File: src/rtl/spg_pkg.sv
// shared constants, codes and types of the stepper step pulse generator
// used by the channel interfaces, the divider and the top level

package spg_pkg;

  // motors that drive a direction pin (1 to 4, pins exist for the first four)
  localparam int MOTORS = 4;

  // field widths
  localparam int FUNC_W   = 2;
  localparam int COUNT_W  = 16;
  localparam int TARGET_W = 16;
  localparam int RATE_W   = 16;
  localparam int DIR_W    = 4;
  localparam int POS_W    = 16;
  localparam int NSTEP_W  = 16;
  localparam int TICK_W   = 10;
  localparam int CFG_IDX_W  = 2;
  localparam int CFG_DATA_W = 16;

  // divider sizing: operands span a full revolution count plus one
  localparam int DIV_W = 17;
  localparam int CNT_W = $clog2(DIV_W + 1);

  // numerator of the step period: milliseconds per second
  localparam int RATE_NUM = 1000;

  // reset values of the configuration registers
  localparam logic [NSTEP_W-1:0] NUM_STEPS_RST = NSTEP_W'(200);
  localparam logic [TICK_W-1:0]  TICK_MS_RST   = TICK_W'(1);

  // request kinds
  typedef enum logic [FUNC_W-1:0] {
    FN_RISE   = 2'd0,
    FN_FALL   = 2'd1,
    FN_ROTATE = 2'd2,
    FN_MOVE   = 2'd3
  } func_t;

  // configuration register indexes
  typedef enum logic [CFG_IDX_W-1:0] {
    CFG_NUM_STEPS   = 2'd0,
    CFG_TICK_MS     = 2'd1,
    CFG_INVERT_MASK = 2'd2
  } cfg_idx_t;

  // divider control
  typedef struct packed {
    logic             start;
    logic [DIV_W-1:0] dividend;
    logic [DIV_W-1:0] divisor;
  } div_req_t;

  typedef struct packed {
    logic             done;
    logic [DIV_W-1:0] quot;
    logic [DIV_W-1:0] rem;
  } div_rsp_t;

  // direction pins that exist on this build
  function automatic logic [DIR_W-1:0] motor_mask();
    logic [DIR_W-1:0] m;
    for (int i = 0; i < DIR_W; i++) begin
      m[i] = (i < MOTORS);
    end
    return m;
  endfunction

endpackage

File: src/rtl/spg_if.sv
// valid/ready channels of the stepper step pulse generator
// depends on spg_pkg for field widths

// request channel: ticks and motion commands
interface spg_cmd_if;
  logic                                valid;
  logic                                ready;
  logic [spg_pkg::FUNC_W-1:0]          func;
  logic                                turn_dir;
  logic [spg_pkg::COUNT_W-1:0]         step_count;
  logic signed [spg_pkg::TARGET_W-1:0] target_step;
  logic [spg_pkg::RATE_W-1:0]          step_rate;

  modport source (output valid, func, turn_dir, step_count, target_step, step_rate,
                  input ready);
  modport sink   (input valid, func, turn_dir, step_count, target_step, step_rate,
                  output ready);
endinterface

// result channel: pin levels and motion status
interface spg_res_if;
  logic                        valid;
  logic                        ready;
  logic                        step_level;
  logic [spg_pkg::DIR_W-1:0]   dir_levels;
  logic [spg_pkg::POS_W-1:0]   position;
  logic                        moving;
  logic                        speed_error;

  modport source (output valid, step_level, dir_levels, position, moving, speed_error,
                  input ready);
  modport sink   (input valid, step_level, dir_levels, position, moving, speed_error,
                  output ready);
endinterface

// configuration write channel
interface spg_cfg_if;
  logic                            valid;
  logic                            ready;
  logic [spg_pkg::CFG_IDX_W-1:0]   index;
  logic [spg_pkg::CFG_DATA_W-1:0]  data;

  modport source (output valid, index, data, input ready);
  modport sink   (input valid, index, data, output ready);
endinterface

File: src/rtl/spg_div.sv
// shared restoring divider, one quotient bit per cycle
// depends on spg_pkg for operand width and control structs

module spg_div (
  input  logic              clk,
  input  logic              rst,
  input  spg_pkg::div_req_t req,
  output spg_pkg::div_rsp_t rsp
);

  localparam int W = spg_pkg::DIV_W;

  logic [spg_pkg::CNT_W-1:0] cnt;
  logic                      done;
  logic [W-1:0]              dvd;
  logic [W-1:0]              part;
  logic [W-1:0]              dsr;
  logic [W+1:0]              trial;

  // trial subtract of the divisor from the shifted partial remainder
  assign trial = {1'b0, part, dvd[W-1]} - {2'b0, dsr};

  // iteration count and completion pulse
  always_ff @(posedge clk) begin
    if (rst) begin
      cnt  <= '0;
      done <= 1'b0;
    end else begin
      done <= (cnt == spg_pkg::CNT_W'(1));
      if (req.start) begin
        cnt <= spg_pkg::CNT_W'(W);
      end else if (cnt != '0) begin
        cnt <= cnt - spg_pkg::CNT_W'(1);
      end
    end
  end

  // dividend shifts out, quotient bits shift in
  always_ff @(posedge clk) begin
    if (req.start) begin
      dvd  <= req.dividend;
      part <= '0;
      dsr  <= req.divisor;
    end else if (cnt != '0) begin
      dvd <= {dvd[W-2:0], ~trial[W+1]};
      if (trial[W+1]) begin
        part <= {part[W-2:0], dvd[W-1]};
      end else begin
        part <= trial[W-1:0];
      end
    end
  end

  assign rsp.done = done;
  assign rsp.quot = dvd;
  assign rsp.rem  = part;

endmodule

File: src/rtl/stepper_step_pulse_generator.sv
// Step pulse generator for up to four stepper motors sharing one step pin.
// Requests are rising ticks, falling ticks, rotate-by-count and move-to-step
// commands; each request gives exactly one result. All division and modulo
// work goes through one shared 17-bit restoring divider. A pass runs one
// iteration per quotient bit and ends with a completion pulse, and the
// request port stays low until the current request is done. Divider passes
// run before the result register is loaded:
//  - falling tick, rising tick with no step due, rising tick that steps down
//    from position zero, rotate rejected for speed: no divider pass
//  - rising tick that steps, move-to-step rejected for speed: one pass for
//    the position wrap or the distance
//  - rotate: two passes for the step period
//  - move-to-step: the two passes of rotate and one more pass for the
//    distance modulo the revolution
// A stalled result register holds a finished request until it frees. A
// rejected command, whose speed is below the tick period, changes nothing and
// flags speed_error. A new request is taken while a finished result still
// waits in the result register. Configuration writes are taken in every cycle.
// depends on spg_pkg, spg_if and spg_div

module stepper_step_pulse_generator (
  input  logic      clk,
  input  logic      rst,
  spg_cmd_if.sink   cmd,
  spg_res_if.source res,
  spg_cfg_if.sink   cfg
);

  typedef enum logic [5:0] {
    S_IDLE  = 6'b000001,
    S_MOD   = 6'b000010,
    S_RATE1 = 6'b000100,
    S_RATE2 = 6'b001000,
    S_STEP  = 6'b010000,
    S_RESP  = 6'b100000
  } state_t;

  localparam int W = spg_pkg::DIV_W;

  state_t state;

  // configuration
  logic [spg_pkg::NSTEP_W-1:0] num_steps;
  logic [spg_pkg::TICK_W-1:0]  tick_ms;
  logic [spg_pkg::DIR_W-1:0]   invert_mask;

  // motion state
  logic [spg_pkg::POS_W-1:0]   pos_reg;
  logic [spg_pkg::COUNT_W-1:0] rem_mag;
  logic                        rem_cw;
  logic [spg_pkg::TICK_W-1:0]  period_ticks;
  logic [spg_pkg::POS_W-1:0]   ticks_since_step;
  logic [spg_pkg::DIR_W-1:0]   dir_reg;
  logic                        step_pin;
  logic                        err;

  // request held over the divider passes
  logic [spg_pkg::RATE_W-1:0]  rate_q;
  logic                        diff_neg;

  spg_pkg::div_req_t div_req;
  spg_pkg::div_rsp_t div_rsp;

  spg_pkg::func_t   func;
  logic             cmd_acc;
  logic             res_free;
  logic [W-1:0]     n_eff;
  logic [spg_pkg::TICK_W-1:0] t_eff;
  logic             rate_low_in;
  logic             rate_low_q;
  logic             step_due;
  logic             wrap_low;
  logic [W:0]       diff;
  logic [W-1:0]     diff_abs;
  logic             mod_cw;

  spg_div u_div (
    .clk (clk),
    .rst (rst),
    .req (div_req),
    .rsp (div_rsp)
  );

  assign func     = spg_pkg::func_t'(cmd.func);
  assign cmd.ready = (state == S_IDLE);
  assign cfg.ready = 1'b1;
  assign cmd_acc  = cmd.valid && cmd.ready;
  assign res_free = !res.valid || res.ready;

  // zero revolution size means a full 16-bit wrap, zero tick means one
  assign n_eff = (num_steps == '0) ? (W'(1) << spg_pkg::NSTEP_W) : W'(num_steps);
  assign t_eff = (tick_ms == '0) ? spg_pkg::TICK_W'(1) : tick_ms;

  assign rate_low_in = cmd.step_rate < spg_pkg::RATE_W'(t_eff);
  assign rate_low_q  = rate_q < spg_pkg::RATE_W'(t_eff);

  assign step_due = (rem_mag != '0) &&
                    (spg_pkg::POS_W'(period_ticks) <= ticks_since_step);
  assign wrap_low = rem_cw && (pos_reg == '0);

  // signed distance to the target and its magnitude
  assign diff     = (W+1)'(cmd.target_step) - (W+1)'(pos_reg);
  assign diff_abs = diff[W] ? W'(-diff) : diff[W-1:0];
  assign mod_cw   = diff_neg && (div_rsp.rem != '0);

  // divider requests
  always_comb begin
    div_req = '0;
    unique case (state)
      S_IDLE: begin
        if (cmd_acc) begin
          case (func)
            spg_pkg::FN_RISE: begin
              if (step_due && !wrap_low) begin
                div_req.start    = 1'b1;
                div_req.dividend = rem_cw ? W'(pos_reg) - W'(1) : W'(pos_reg) + W'(1);
                div_req.divisor  = n_eff;
              end
            end
            spg_pkg::FN_ROTATE: begin
              if (!rate_low_in) begin
                div_req.start    = 1'b1;
                div_req.dividend = W'(spg_pkg::RATE_NUM);
                div_req.divisor  = W'(cmd.step_rate);
              end
            end
            spg_pkg::FN_MOVE: begin
              div_req.start    = 1'b1;
              div_req.dividend = diff_abs;
              div_req.divisor  = n_eff;
            end
            default: begin
            end
          endcase
        end
      end
      S_MOD: begin
        if (div_rsp.done && !rate_low_q) begin
          div_req.start    = 1'b1;
          div_req.dividend = W'(spg_pkg::RATE_NUM);
          div_req.divisor  = W'(rate_q);
        end
      end
      S_RATE1: begin
        if (div_rsp.done) begin
          div_req.start    = 1'b1;
          div_req.dividend = div_rsp.quot;
          div_req.divisor  = W'(t_eff);
        end
      end
      default: begin
      end
    endcase
  end

  // configuration registers
  always_ff @(posedge clk) begin
    if (rst) begin
      num_steps   <= spg_pkg::NUM_STEPS_RST;
      tick_ms     <= spg_pkg::TICK_MS_RST;
      invert_mask <= '0;
    end else if (cfg.valid && cfg.ready) begin
      case (spg_pkg::cfg_idx_t'(cfg.index))
        spg_pkg::CFG_NUM_STEPS:   num_steps   <= cfg.data[spg_pkg::NSTEP_W-1:0];
        spg_pkg::CFG_TICK_MS:     tick_ms     <= cfg.data[spg_pkg::TICK_W-1:0];
        spg_pkg::CFG_INVERT_MASK: invert_mask <= cfg.data[spg_pkg::DIR_W-1:0];
        default: begin
        end
      endcase
    end
  end

  // sequencer and motion state
  always_ff @(posedge clk) begin
    if (rst) begin
      state            <= S_IDLE;
      res.valid        <= 1'b0;
      pos_reg          <= '0;
      rem_mag          <= '0;
      rem_cw           <= 1'b0;
      period_ticks     <= '0;
      ticks_since_step <= '0;
      dir_reg          <= '0;
      step_pin         <= 1'b0;
      err              <= 1'b0;
    end else begin
      // result valid: set on a finished request, cleared once taken
      if (state == S_RESP && res_free) begin
        res.valid <= 1'b1;
      end else if (res.valid && res.ready) begin
        res.valid <= 1'b0;
      end
      unique case (state)
        S_IDLE: begin
          if (cmd_acc) begin
            rate_q <= cmd.step_rate;
            err    <= 1'b0;
            case (func)
              spg_pkg::FN_RISE: begin
                if (step_due) begin
                  step_pin         <= 1'b1;
                  ticks_since_step <= '0;
                  rem_mag          <= rem_mag - spg_pkg::COUNT_W'(1);
                  if (wrap_low) begin
                    pos_reg <= spg_pkg::POS_W'(n_eff - W'(1));
                    state   <= S_RESP;
                  end else begin
                    state <= S_STEP;
                  end
                end else begin
                  if (rem_mag != '0 && ticks_since_step != '1) begin
                    ticks_since_step <= ticks_since_step + spg_pkg::POS_W'(1);
                  end
                  state <= S_RESP;
                end
              end
              spg_pkg::FN_FALL: begin
                step_pin <= 1'b0;
                state    <= S_RESP;
              end
              spg_pkg::FN_ROTATE: begin
                if (rate_low_in) begin
                  err   <= 1'b1;
                  state <= S_RESP;
                end else begin
                  rem_cw  <= cmd.turn_dir;
                  rem_mag <= cmd.step_count;
                  dir_reg <= ({spg_pkg::DIR_W{cmd.turn_dir}} ^ invert_mask) &
                             spg_pkg::motor_mask();
                  state   <= S_RATE1;
                end
              end
              default: begin
                diff_neg <= diff[W];
                state    <= S_MOD;
              end
            endcase
          end
        end
        S_MOD: begin
          if (div_rsp.done) begin
            if (rate_low_q) begin
              err   <= 1'b1;
              state <= S_RESP;
            end else begin
              rem_cw  <= mod_cw;
              rem_mag <= div_rsp.rem[spg_pkg::COUNT_W-1:0];
              dir_reg <= ({spg_pkg::DIR_W{mod_cw}} ^ invert_mask) & spg_pkg::motor_mask();
              state   <= S_RATE1;
            end
          end
        end
        S_RATE1: begin
          if (div_rsp.done) begin
            state <= S_RATE2;
          end
        end
        S_RATE2: begin
          if (div_rsp.done) begin
            period_ticks     <= div_rsp.quot[spg_pkg::TICK_W-1:0];
            ticks_since_step <= spg_pkg::POS_W'(div_rsp.quot[spg_pkg::TICK_W-1:0]);
            state            <= S_RESP;
          end
        end
        S_STEP: begin
          if (div_rsp.done) begin
            pos_reg <= div_rsp.rem[spg_pkg::POS_W-1:0];
            state   <= S_RESP;
          end
        end
        S_RESP: begin
          if (res_free) begin
            state <= S_IDLE;
          end
        end
        default: begin
          state <= S_IDLE;
        end
      endcase
    end
  end

  // result register
  always_ff @(posedge clk) begin
    if (state == S_RESP && res_free) begin
      res.step_level  <= step_pin;
      res.dir_levels  <= dir_reg;
      res.position    <= pos_reg;
      res.moving      <= (rem_mag != '0);
      res.speed_error <= err;
    end
  end

endmodule

File: src/flat_wrapper.sv
// flat-port wrapper written by rule: the top's interface ports become plain ports
module stepper_step_pulse_generator_flat 
  (clk, rst, cmd_valid, cmd_func, cmd_turn_dir, cmd_step_count, cmd_target_step, cmd_step_rate, cmd_ready, res_valid, res_step_level, res_dir_levels, res_position, res_moving, res_speed_error, res_ready, cfg_valid, cfg_index, cfg_data, cfg_ready);
  spg_cmd_if cmd_i ();
  spg_res_if res_i ();
  spg_cfg_if cfg_i ();
  input  logic clk;
  input  logic rst;
  input wire logic [$bits(cmd_i.valid)-1:0] cmd_valid;
  input wire logic [$bits(cmd_i.func)-1:0] cmd_func;
  input wire logic [$bits(cmd_i.turn_dir)-1:0] cmd_turn_dir;
  input wire logic [$bits(cmd_i.step_count)-1:0] cmd_step_count;
  input wire logic [$bits(cmd_i.target_step)-1:0] cmd_target_step;
  input wire logic [$bits(cmd_i.step_rate)-1:0] cmd_step_rate;
  output wire logic [$bits(cmd_i.ready)-1:0] cmd_ready;
  output wire logic [$bits(res_i.valid)-1:0] res_valid;
  output wire logic [$bits(res_i.step_level)-1:0] res_step_level;
  output wire logic [$bits(res_i.dir_levels)-1:0] res_dir_levels;
  output wire logic [$bits(res_i.position)-1:0] res_position;
  output wire logic [$bits(res_i.moving)-1:0] res_moving;
  output wire logic [$bits(res_i.speed_error)-1:0] res_speed_error;
  input wire logic [$bits(res_i.ready)-1:0] res_ready;
  input wire logic [$bits(cfg_i.valid)-1:0] cfg_valid;
  input wire logic [$bits(cfg_i.index)-1:0] cfg_index;
  input wire logic [$bits(cfg_i.data)-1:0] cfg_data;
  output wire logic [$bits(cfg_i.ready)-1:0] cfg_ready;
  assign cmd_i.valid = cmd_valid;
  assign cmd_i.func = cmd_func;
  assign cmd_i.turn_dir = cmd_turn_dir;
  assign cmd_i.step_count = cmd_step_count;
  assign cmd_i.target_step = cmd_target_step;
  assign cmd_i.step_rate = cmd_step_rate;
  assign cmd_ready = cmd_i.ready;
  assign res_valid = res_i.valid;
  assign res_step_level = res_i.step_level;
  assign res_dir_levels = res_i.dir_levels;
  assign res_position = res_i.position;
  assign res_moving = res_i.moving;
  assign res_speed_error = res_i.speed_error;
  assign res_i.ready = res_ready;
  assign cfg_i.valid = cfg_valid;
  assign cfg_i.index = cfg_index;
  assign cfg_i.data = cfg_data;
  assign cfg_ready = cfg_i.ready;
  stepper_step_pulse_generator u_core (.clk(clk), .rst(rst), .cmd(cmd_i), .res(res_i), .cfg(cfg_i));
endmodule
File: config.mk
export PLATFORM = sky130hd
export DESIGN_NAME = stepper_step_pulse_generator_flat
export DESIGN_NICKNAME = d
export VERILOG_FILES = /design/src/rtl/spg_pkg.sv /design/src/rtl/spg_if.sv /design/src/rtl/spg_div.sv /design/src/rtl/stepper_step_pulse_generator.sv /design/src/flat_wrapper.sv
export SDC_FILE = /design/constraint.sdc
export NUM_CORES = 1
export LEC_CHECK = 0
export ABC_CLOCK_PERIOD_IN_PS = 3400
export BUFFER_PORTS_ARGS = -buffer_cell sky130_fd_sc_hd__buf_2
export CAP_MARGIN = 25
export CELL_PAD_IN_SITES_DETAIL_PLACEMENT = 1
export CELL_PAD_IN_SITES_GLOBAL_PLACEMENT = 1
export CORE_MARGIN = 3
export CORE_UTILIZATION = 42
export CTS_CLUSTER_DIAMETER = 120
export DETAILED_ROUTE_END_ITERATION = 16
export PLACE_DENSITY = 0.79
export REMOVE_ABC_BUFFERS = 1
export SETUP_SLACK_MARGIN = 0.1
export SYNTH_ARGS = -nofsm -noshare
export SYNTH_HDL_FRONTEND = slang
export SYNTH_SLANG_ARGS = --single-unit
File: constraint.sdc
create_clock -name clk -period 3.4 [get_ports clk]
set_input_delay 0.68 -clock clk [delete_from_list [all_inputs] [get_ports clk]]
set_output_delay 0.68 -clock clk [all_outputs]
set_load 0.02 [all_outputs]
==> metrics.yaml, run 1 <==
drt:
  vias: 12126
  vias_per_cell: 5.92
  avgRoutedWirePerCell_um: 21.1
  ant_nets: 0
  drc_errors: 0
  drt-initial-drc-count: 800
  drt_first_pass_iters: 5
  totalWireLength_mm: 43.2
sta:
  skew_ns: 0.0191
  relSlewSlack_pct: 37.0
  grt_setup_unrepaired: "true"
  max_slew.worst_pin.slew_ns: 0.943
  fmax_mhz: 296
  period_needed_ns: 3.38
  holdWs_ns: 0.432
  fin_crit_sh_pct: 99.5
  hold_viol_final: 0
  setup_viol: 0
  layout_setup_ws_ns: 0.0181
  slew_viol_final: 0
  finalSetupTns_ns: 0
synthesis:
  synth-main-ff-cell: "dfxtp_1"
  ys_ff_latch: 199
  synth_warnings: 0
  seq_area_frac_synth_pct: 36.9
  ys_async_sr_fraction_pct: 0
  synth.cell_area_mm2: 0.0128
  synth.distinct_cells: 92
  syn_inst: 1487
  synth_edf_count: 74
  syn_avg_cell_area_um2: 8.60
worst_hold_path:
  whs_path_depth: 1
  min_path_type: "input port to register"
run:
  maxCapViolations: 0
worst_setup_path:
  end_kind: "register"
  cp_max_fo: 4
  critPathRequiredTime_ns: 3.61
  critical_path_class: "register to register"
  r2r_cells: 12
  critPathArrivalTime_ns: 3.59
  start_kind: "register"
global_route:
  grt_pass1_wl_mm: 67.2
  grt_pass1_vias: 12273
  grt_use_total_pct: 25.4
  gr-total-overflow: 0
  antenna_found_initial: 0
  grt_max_degree: 50
layout:
  utilization_pct: 51.0
  nNetsFinal: 1805
  reg_top3: "u_core.u_div.dsr (17), u_core.u_div.dvd (17), u_core.u_div.part (17)"
  num_antenna_cells: 0
  areaGrowthSynthToFinish_pct: 18.8
  drive_gt1_share_pct: 18.8
  finalInstanceArea_mm2: 0.0152
  nFillCells: 3546
cts:
  path_clk_slew_ns: 0.09
  clock-root-buffer: "clkbuf_16"
  clock_sinks: 199
  cts_tree: "built"
  cts_buffer_depth: 2
  clk-insertion-delay-late_ns: 0.46
  holdBufCountCts: 0
  h-tree-depth: 4
  cts_buffers: 17
pwr:
  power_density_mw_per_mm2: 634
  ir_drop_v: 0.000378
  power_leakage_nw: 6.10
placement:
  dp_hpwl_mm: 31.9
  place.gp.congestion: 0.882
  dpl_worst_slack_ns: -0.363
  io_buffers: 98
  place_area_mm2: 0.0143
die:
  initial_core_util_pct: 42.9
  die_area_mm2: 0.0326
  die_w_um: 181
  ios: 100
  row_count: 63
  die_h_um: 181
  core_area_mm2: 0.0298
run_status:
  status: "completed"
-- per-layer routing --
metal / GRT usage (%) / up-vias / wire, um
li1: - / 5750 / -
met1: 35.9 / 5997 / 20300
met2: 41.5 / 324 / 20000
met3: 3.75 / 55 / 2140
met4: 5.59 / 0 / 833
met5: 0 / - / 0
-- Yosys cell counts (5+ instances only) --
library cell / n / area share, %
or3_1: 5 / 0.24
a221oi_1: 9 / 0.62
nand2_1: 136 / 4.0
nor2b_1: 9 / 0.44
or4_1: 5 / 0.29
xnor2_1: 45 / 3.1
ha_1: 84 / 8.2
nor4_1: 19 / 0.93
a211oi_1: 67 / 3.9
or2_2: 8 / 0.39
nor3b_1: 5 / 0.29
and2_1: 12 / 0.59
a21oi_1: 120 / 4.7
o22ai_1: 5 / 0.24
o21bai_1: 5 / 0.29
o221ai_1: 6 / 0.41
nand3b_1: 10 / 0.59
o21ai_1: 12 / 0.47
o211ai_1: 12 / 0.70
mux2i_1: 21 / 1.6
clkbuf_1: 50 / 1.5
buf_2: 14 / 0.55
a22oi_1: 37 / 2.2
a31oi_1: 6 / 0.29
nand3_1: 17 / 0.67
a21o_1: 17 / 1.0
nor2_1: 185 / 5.4
o21a_1: 9 / 0.53
and3_1: 13 / 0.64
edfxtp_1: 74 / 17
xor2_1: 36 / 2.5
dfxtp_1: 125 / 20
inv_1: 80 / 2.3
o21ai_0: 68 / 2.7
nand4_1: 10 / 0.49
a32o_1: 8 / 0.63
nand2b_1: 18 / 0.88
a211o_1: 7 / 0.48
nor3_1: 33 / 1.3
-- cell usage in the layout, fill, tap and decap left out, types with 14 or more instances in the layout --
master,instances
dfxtp_1,123
nor3_1,32
ha_1,82
nand3_1,16
buf_2,97
inv_1,78
a22oi_1,37
nor4_1,14
a211oi_1,64
nor2_1,184
xnor2_1,44
buf_4,100
edfxtp_1,74
clkbuf_16,17
a21o_1,17
o21ai_0,67
mux2i_1,21
xor2_1,35
nand2_1,135
nand2b_1,18
a21oi_1,117
-- worst paths after layout --
check | start | to | slack, ns
min reg2reg | u_core.dir_reg[1] | u_core.res.dir_levels[1] | 0.45
min | cmd_step_rate[12] | u_core.rate_q[12] | 0.43
max | u_core.pos_reg[2] | u_core.u_div.dvd[16] | 0.02
max reg2reg | u_core.pos_reg[2] | u_core.u_div.dvd[16] | 0.02
-- logic make-up after synthesis --
logic type | Yosys count | share of synthesized area (%)
fa+ha+maj | 87 | 8.68
flops | 199 | 36.9
other cells | 1 | 0.0293
compound gates | 436 | 22.9
buf+inv | 149 | 4.54
mux | 21 | 1.64
simple gates | 512 | 19.6
xor+xnor | 82 | 5.72
-- cell type report --
type / instances / area (um^2) / area share, %
multi-input cells: 1139 / 7700 / 50.6
flip-flops and latches: 199 / 4730 / 31.1
well taps: 390 / 488 / 3.21
inverters: 83 / 312 / 2.05
repair buffers: 204 / 1360 / 8.94
clock inverters: 15 / 194 / 1.28
clock buffers: 17 / 425 / 2.80
-- power breakdown --
part           switching, mW  total [mW]  internal [mW]
registers              0.430        3.39           2.96
clock network           1.12        2.14           1.01
logic                   2.42        4.11           1.69
-- worst max-delay path, cell delays in order (launching register included) --
cell	delay, ns
dfxtp_1	0.39
inv_1	0.08
ha_1	0.36
buf_4	0.18
a21o_1	0.19
a211oi_1	0.39
o221ai_1	0.21
nor3_1	0.32
and2_1	0.19
and4bb_2	0.28
a211oi_2	0.10
a2111oi_4	0.33
nand2_1	0.09
-- stage by stage --
stage | cells | power (mW)
floorplan | 1421 | 5.91
global placement | 2002 | 7.13
detailed placement | 2002 | 7.32
CTS | 2034 | 9.50
global route | 2047 | 10.2
finish | 2047 | 9.64
-- what timing repair did --
item / in CTS / in global routing
setup endpoints to repair: 8 / 63
pin swaps: 0 / 20
cloned: 0 / 0
buffers inserted: 0 / 12
gates resized for setup: 2 / 40
(Power assumes the default switching activity.)
==> inputs of run 2 (changes only) <==
--- a/config.mk
+++ b/config.mk
@@ -11,10 +11,10 @@
 export CELL_PAD_IN_SITES_DETAIL_PLACEMENT = 1
 export CELL_PAD_IN_SITES_GLOBAL_PLACEMENT = 1
 export CORE_MARGIN = 3
-export CORE_UTILIZATION = 42
+export CORE_UTILIZATION = 35
 export CTS_CLUSTER_DIAMETER = 120
 export DETAILED_ROUTE_END_ITERATION = 16
-export PLACE_DENSITY = 0.79
+export PLACE_DENSITY = 0.68
 export REMOVE_ABC_BUFFERS = 1
 export SETUP_SLACK_MARGIN = 0.1
 export SYNTH_ARGS = -nofsm -noshare
==> metrics.yaml, run 2 (synthesized netlist as in run 1, its figures left out) <==
layout:
  nFillCells: 4282  # was 3546
  utilization_pct: 43.1  # was 51.0%
  reg_top3: "u_core.u_div.dsr (17), u_core.u_div.dvd (17), u_core.u_div.part (17)"  # unchanged
  final_common_cell: "nor2_1"  # unchanged
  multi_input_area_mm2: 0.00768  # was 0.00770 mm^2
  areaGrowthSynthToFinish_pct: 20.7  # was 18.8%
  num_antenna_cells: 0  # unchanged
  final_cell_mix: "nor2_1 (185), nand2_1 (136), dfxtp_1 (123)"  # was nor2_1 (184), nand2_1 (135), dfxtp_1 (123)
  ff_latch_area_mm2: 0.00473  # unchanged
  drive_gt1_share_pct: 19.3  # was 18.8%
  nNetsFinal: 1824  # was 1805
worst_setup_path:
  end_kind: "register"  # unchanged
  path_cells: "buf_2 -> inv_2 -> ha_2 -> buf_4 -> buf_4 -> nand2b_1 -> a21oi_1 -> buf_4 -> a2111oi_1 -> a311oi_1 -> buf_4 -> a211oi_4 -> nand3_2 -> o31a_1 -> xnor2_1 -> o221ai_1"  # was inv_1 -> ha_1 -> buf_4 -> a21o_1 -> a211oi_1 -> o221ai_1 -> nor3_1 -> and2_1 -> and4bb_2 -> a211oi_2 -> a2111oi_4 -> nand2_1
  critPathRequiredTime_ns: 3.58  # was 3.61 ns
  cpPeakStageDelay_ns: 0.42  # was 0.39 ns
  critPathArrivalTime_ns: 3.42  # was 3.59 ns
  cp_max_fo: 5  # was 4
  cp_common_cell: "buf_4"
  critical_path_class: "input port to register"  # was register to register
  start_kind: "input port"  # was register
  cpMaxStageDelayCell: "a2111oi_1"  # was dfxtp_1
  r2r_cells: 13  # was 12
drt:
  vias_per_cell: 5.59  # was 5.92
  avgRoutedWirePerCell_um: 20.4  # was 21.1 um
  drt_first_pass_iters: 5  # unchanged
  drc_errors: 0  # unchanged
  totalWireLength_mm: 43.6  # was 43.2 mm
  vias: 11946  # was 12126
  drt-initial-drc-count: 732  # was 800
  ant_nets: 0  # unchanged
die:
  die_w_um: 197  # was 181 um
  ios: 100  # unchanged
  core_area_mm2: 0.0358  # was 0.0298 mm^2
  initial_core_util_pct: 35.7  # was 42.9%
  die_h_um: 197  # was 181 um
  row_count: 69  # was 63
  die_area_mm2: 0.0389  # was 0.0326 mm^2
placement:
  io_buffers: 98  # unchanged
  dp_hpwl_mm: 33.4  # was 31.9 mm
  place.gp.congestion: 0.882  # about the same
cts:
  clock-root-buffer: "clkbuf_16"  # unchanged
  cts_buffers: 17  # unchanged
  path_clk_slew_ns: 0.09  # about the same
  holdBufCountCts: 0  # unchanged
  cts_tree: "built"  # unchanged
  cts_buffer_depth: 2  # unchanged
  h-tree-depth: 4  # unchanged
  clock_sinks: 199  # unchanged
  clk-insertion-delay-late_ns: 0.46  # about the same
worst_hold_path:
  whs_path_depth: 1  # unchanged
  min_path_type: "input port to register"  # unchanged
global_route:
  grt_pass1_vias: 12145  # was 12273
  antenna_found_initial: 0  # unchanged
  gr-total-overflow: 0  # unchanged
  grt_pass1_wl_mm: 68.0  # was 67.2 mm
  grt_max_degree: 46  # was 50
  grt_use_total_pct: 22.2  # was 25.4%
sta:
  skew_ns: 0.0209  # was 0.0191 ns
  setup_viol: 0  # unchanged
  fmax_mhz: 309  # was 296 MHz
  hold_viol_final: 0  # unchanged
  period_needed_ns: 3.23  # was 3.38 ns
  grt_setup_unrepaired: "true"  # unchanged
  slew_viol_final: 0  # unchanged
  relSlewSlack_pct: 42.5  # was 37.0%
  max_slew.worst_pin.slew_ns: 0.860  # was 0.943 ns
  finalSetupTns_ns: 0  # unchanged
  fin_crit_sh_pct: 95.0  # was 99.5%
pwr:
  power_leakage_nw: 6.20  # was 6.10 nW
  power_density_mw_per_mm2: 630  # was 634 mW/mm^2
  ir_drop_v: 0.000396  # was 0.000378 V
run:
  maxCapViolations: 0  # unchanged
run_status:
  status: "completed"  # unchanged
[run 2: cell type report]
class                           count  area share (%)
Clock buffer                       18            2.92
Sequential cell                   199            30.6
Timing Repair Buffer              223            9.68
Tap cell                          461            3.74
Inverter                           83            2.02
Multi-Input combinational cell   1139            49.8
Clock inverter                     14            1.27
[run 2: per-stage QoR]
stage,hold slack (ns),instances,total power [mW],setup slack [ns],area [um^2]
floorplan,0.408,1421,5.91,-0.0726,12500
global placement,0.416,2102,7.30,-0.297,14600
detailed placement,0.422,2102,7.43,-0.464,14600
CTS,0.403,2134,9.70,0.111,15300
global route,0.406,2137,10.4,0.0483,15400
finish,0.420,2137,9.73,0.169,15400
[run 2: what timing repair did]
item / CTS / global route
pin swaps: 1 / 12
resized for setup: 5 / 30
buffers inserted: 0 / 3
setup endpoints to repair: 4 / 44
[run 2: worst max-delay path: cells and delay by family]
kind                       cells  cell delay (ns)
adders and majority gates      1             0.18
AOI/OAI and AO/OA              6             1.38
and+or+nand+nor                2             0.31
xor gates and xnor gates       1             0.16
buffers and inverters          6             0.68
[run 2: report_power, final]
part	leakage, nW	total (mW)	switching, mW	internal (mW)
combinational	4.18	4.14	2.42	1.73
sequential	1.71	3.35	0.396	2.96
clock	0.313	2.23	1.12	1.12
[run 2: metal layers]
metal	GRT usage (%)	part of all wire, %	routed length (um)	vias up
met1	31.7	49	21600	5904
met2	35.6	46	19900	221
met5	0	0	0	-
li1	-	-	-	5786
met3	3.27	3.6	1570	35
met4	4.91	1.3	566	0
[run 2: worst paths after layout]
| path | start | end | slack (ns) |
|---|---|---|---|
| hold / removal | cmd_step_rate[13] | u_core.rate_q[13] | 0.42 |
| hold reg to reg | u_core.dir_reg[1] | u_core.res.dir_levels[1] | 0.43 |
| setup reg to reg | u_core.pos_reg[3] | u_core.u_div.dvd[15] | 0.20 |
| setup / recovery | cmd_target_step[0] | u_core.u_div.dvd[15] | 0.17 |
==> inputs of run 3 (changes only) <==
--- a/config.mk
+++ b/config.mk
@@ -6,7 +6,6 @@
 export NUM_CORES = 1
 export LEC_CHECK = 0
 export ABC_CLOCK_PERIOD_IN_PS = 3400
-export BUFFER_PORTS_ARGS = -buffer_cell sky130_fd_sc_hd__buf_2
 export CAP_MARGIN = 25
 export CELL_PAD_IN_SITES_DETAIL_PLACEMENT = 1
 export CELL_PAD_IN_SITES_GLOBAL_PLACEMENT = 1
@@ -14,7 +13,9 @@
 export CORE_UTILIZATION = 35
 export CTS_CLUSTER_DIAMETER = 120
 export DETAILED_ROUTE_END_ITERATION = 16
-export PLACE_DENSITY = 0.68
+export DONT_BUFFER_PORTS = 1
+export GPL_ROUTABILITY_DRIVEN = 0
+export PLACE_DENSITY = 0.65
 export REMOVE_ABC_BUFFERS = 1
 export SETUP_SLACK_MARGIN = 0.1
 export SYNTH_ARGS = -nofsm -noshare
==> metrics.yaml, run 3 (synthesized netlist as in run 1, its figures left out) <==
run_status:
  status: "completed"  # unchanged
layout:
  drive_gt1_share_pct: 12.3  # was 19.3%
  ff_latch_area_mm2: 0.00473  # unchanged
  final_cell_mix: "nor2_1 (184), nand2_1 (136), dfxtp_1 (123)"  # was nor2_1 (185), nand2_1 (136), dfxtp_1 (123)
  stdcell_count: 2002  # was 2137
  areaGrowthSynthToFinish_pct: 14.8  # was 20.7%
  final_common_cell: "nor2_1"  # unchanged
  nNetsFinal: 1689  # was 1824
  multi_input_area_mm2: 0.00771  # was 0.00768 mm^2
  nFillCells: 4179  # was 4282
  num_antenna_cells: 0  # unchanged
  reg_top3: "u_core.u_div.dsr (17), u_core.u_div.dvd (17), u_core.u_div.part (17)"  # unchanged
die:
  die_h_um: 197  # unchanged
  die_w_um: 197  # unchanged
  ios: 100  # unchanged
  core_area_mm2: 0.0358  # unchanged
  initial_core_util_pct: 35.7  # unchanged
  row_count: 69  # unchanged
  die_area_mm2: 0.0389  # unchanged
drt:
  vias_per_cell: 5.67  # was 5.59
  drt-initial-drc-count: 621  # was 732
  ant_nets: 0  # unchanged
  drc_errors: 0  # unchanged
  drt_first_pass_iters: 4  # was 5
  totalWireLength_mm: 42.6  # was 43.6 mm
  vias: 11352  # was 11946
  avgRoutedWirePerCell_um: 21.3  # was 20.4 um
run:
  maxCapViolations: 0  # unchanged
worst_setup_path:
  critPathArrivalTime_ns: 3.42  # about the same
  rrSetupSlack_ns: 0.18  # was 0.20 ns
  r2r_cells: 13  # unchanged
  r2r_end: "u_core.u_div.dvd[16]"  # was u_core.u_div.dvd[15]
  critPathRequiredTime_ns: 3.60  # was 3.58 ns
  start_kind: "register"  # was input port
  critical_path_class: "register to register"  # was input port to register
  cp_max_fo: 4  # was 5
  end_kind: "register"  # unchanged
  r2r_start: "u_core.pos_reg[0]"  # was u_core.pos_reg[3]
global_route:
  gr-total-overflow: 0  # unchanged
  grt_max_degree: 106  # was 46
  grt_pass1_wl_mm: 67.2  # was 68.0 mm
  antenna_found_initial: 0  # unchanged
  grt_use_total_pct: 22.0  # was 22.2%
  grt_pass1_vias: 11535  # was 12145
cts:
  cts_tree: "built"  # unchanged
  h-tree-depth: 4  # unchanged
  clock-root-buffer: "clkbuf_16"  # unchanged
  clock_sinks: 199  # unchanged
  clk-insertion-delay-late_ns: 0.46  # about the same
  path_clk_slew_ns: 0.09  # about the same
  cts_buffers: 17  # unchanged
  cts_buffer_depth: 2  # unchanged
sta:
  fin_crit_sh_pct: 94.7  # was 95.0%
  setup_viol: 0  # unchanged
  hold_viol_final: 0  # unchanged
  max_slew.worst_pin.slew_ns: 0.937  # was 0.860 ns
  fmax_mhz: 310  # was 309 MHz
  period_needed_ns: 3.22  # was 3.23 ns
  grt_setup_unrepaired: "true"  # unchanged
  holdWs_ns: 0.308  # was 0.420 ns
  slew_viol_final: 0  # unchanged
  skew_ns: 0.0169  # was 0.0209 ns
  relSlewSlack_pct: 37.4  # was 42.5%
placement:
  dp_hpwl_mm: 32.7  # was 33.4 mm
  placed_cells: 1964  # was 2102
  io_buffers: 0  # was 98
worst_hold_path:
  whs_path_depth: 0  # was 1
  min_from: "cmd_step_rate[7]"  # was cmd_step_rate[13]
  min_path_type: "input port to register"  # unchanged
  whs_endpoint: "u_core.rate_q[7]"  # was u_core.rate_q[13]
pwr:
  power_leakage_nw: 5.67  # was 6.20 nW
  ir_drop_v: 0.000386  # was 0.000396 V
  power_density_mw_per_mm2: 645  # was 630 mW/mm^2
-- run 3: cell count changes in the layout (fill, tap and decap cells not counted), sizes merged --
cell    before  now
inv         88   90
bufinv       1    0
buf        223   88
clkbuf      18   17
-- run 3: worst max path at each step --
| stage | startpoint | to | slack [ns] | depth (start not counted) |
|---|---|---|---|---|
| after detailed placement | cmd_target_step[0] | u_core.u_div.dvd[13] | -0.24 | 14 |
| after global routing | u_core.pos_reg[0] | u_core.u_div.dvd[16] | 0.003 | 13 |
| after CTS | u_core.pos_reg[0] | u_core.u_div.dvd[16] | 0.11 | 12 |
| final | u_core.pos_reg[0] | u_core.u_div.dvd[16] | 0.18 | 13 |
| after floorplan | cmd_target_step[0] | u_core.u_div.dvd[16] | -0.07 | 13 |
| after global placement | cmd_target_step[0] | u_core.u_div.dvd[16] | -0.19 | 13 |
-- run 3: timing repair --
action | in CTS | in global routing
setup buffers | 0 | 4
setup endpoints to repair | 3 | 32
gates resized for setup | 0 | 38
pin swaps | 2 | 13
hold buffers | 0 | 0
-- run 3: worst max-delay path, stage by stage (launching register included) --
cell and delay (ns):
dfxtp_2 0.36, ha_1 0.16, inv_1 0.06, fa_2 0.38, a211oi_4 0.33, buf_4 0.17
o21bai_1 0.07, a21oi_2 0.21, xnor2_2 0.11, a211oi_4 0.30, and4bb_1 0.30, nand2_1 0.11
a2111oi_4 0.30, nand2_1 0.09
-- run 3: through the flow --
stage	setup WS [ns]	setup TNS (ns)	cell area, um^2	power, mW	util (%)
6_report	0.179	0	14700	9.48	41.0
5_1_grt	0.00285	0	14700	10.1	41.0
4_1_cts	0.113	0	14400	9.45	40.3
3_5_place_dp	-0.241	-1.35	13800	7.32	38.6
3_3_place_gp	-0.192	-0.658	13800	7.22	38.6
2_1_floorplan	-0.0726	-0.144	12500	5.91	-
-- run 3: layout make-up --
type	count	area share, %
Multi-Input combinational cell	1139	52.5
Clock buffer	17	2.90
Timing Repair Buffer	88	5.17
Sequential cell	199	32.2
Inverter	83	2.12
Clock inverter	15	1.22
Tap cell	461	3.93
-- run 3: report_power, final --
part	switching [mW]	internal, mW	total [mW]	leakage [nW]
registers	0.443	2.96	3.40	1.71
logic	2.31	1.66	3.97	3.66
clock network	1.11	1.00	2.11	0.293
-- run 3: routing by layer --
metal	up-vias	wire (um)	track usage, %
met3	37	1930	4.28
li1	5523	-	-
met1	5589	20700	30.9
met4	0	586	5.15
met2	203	19300	35.2
met5	-	0	0
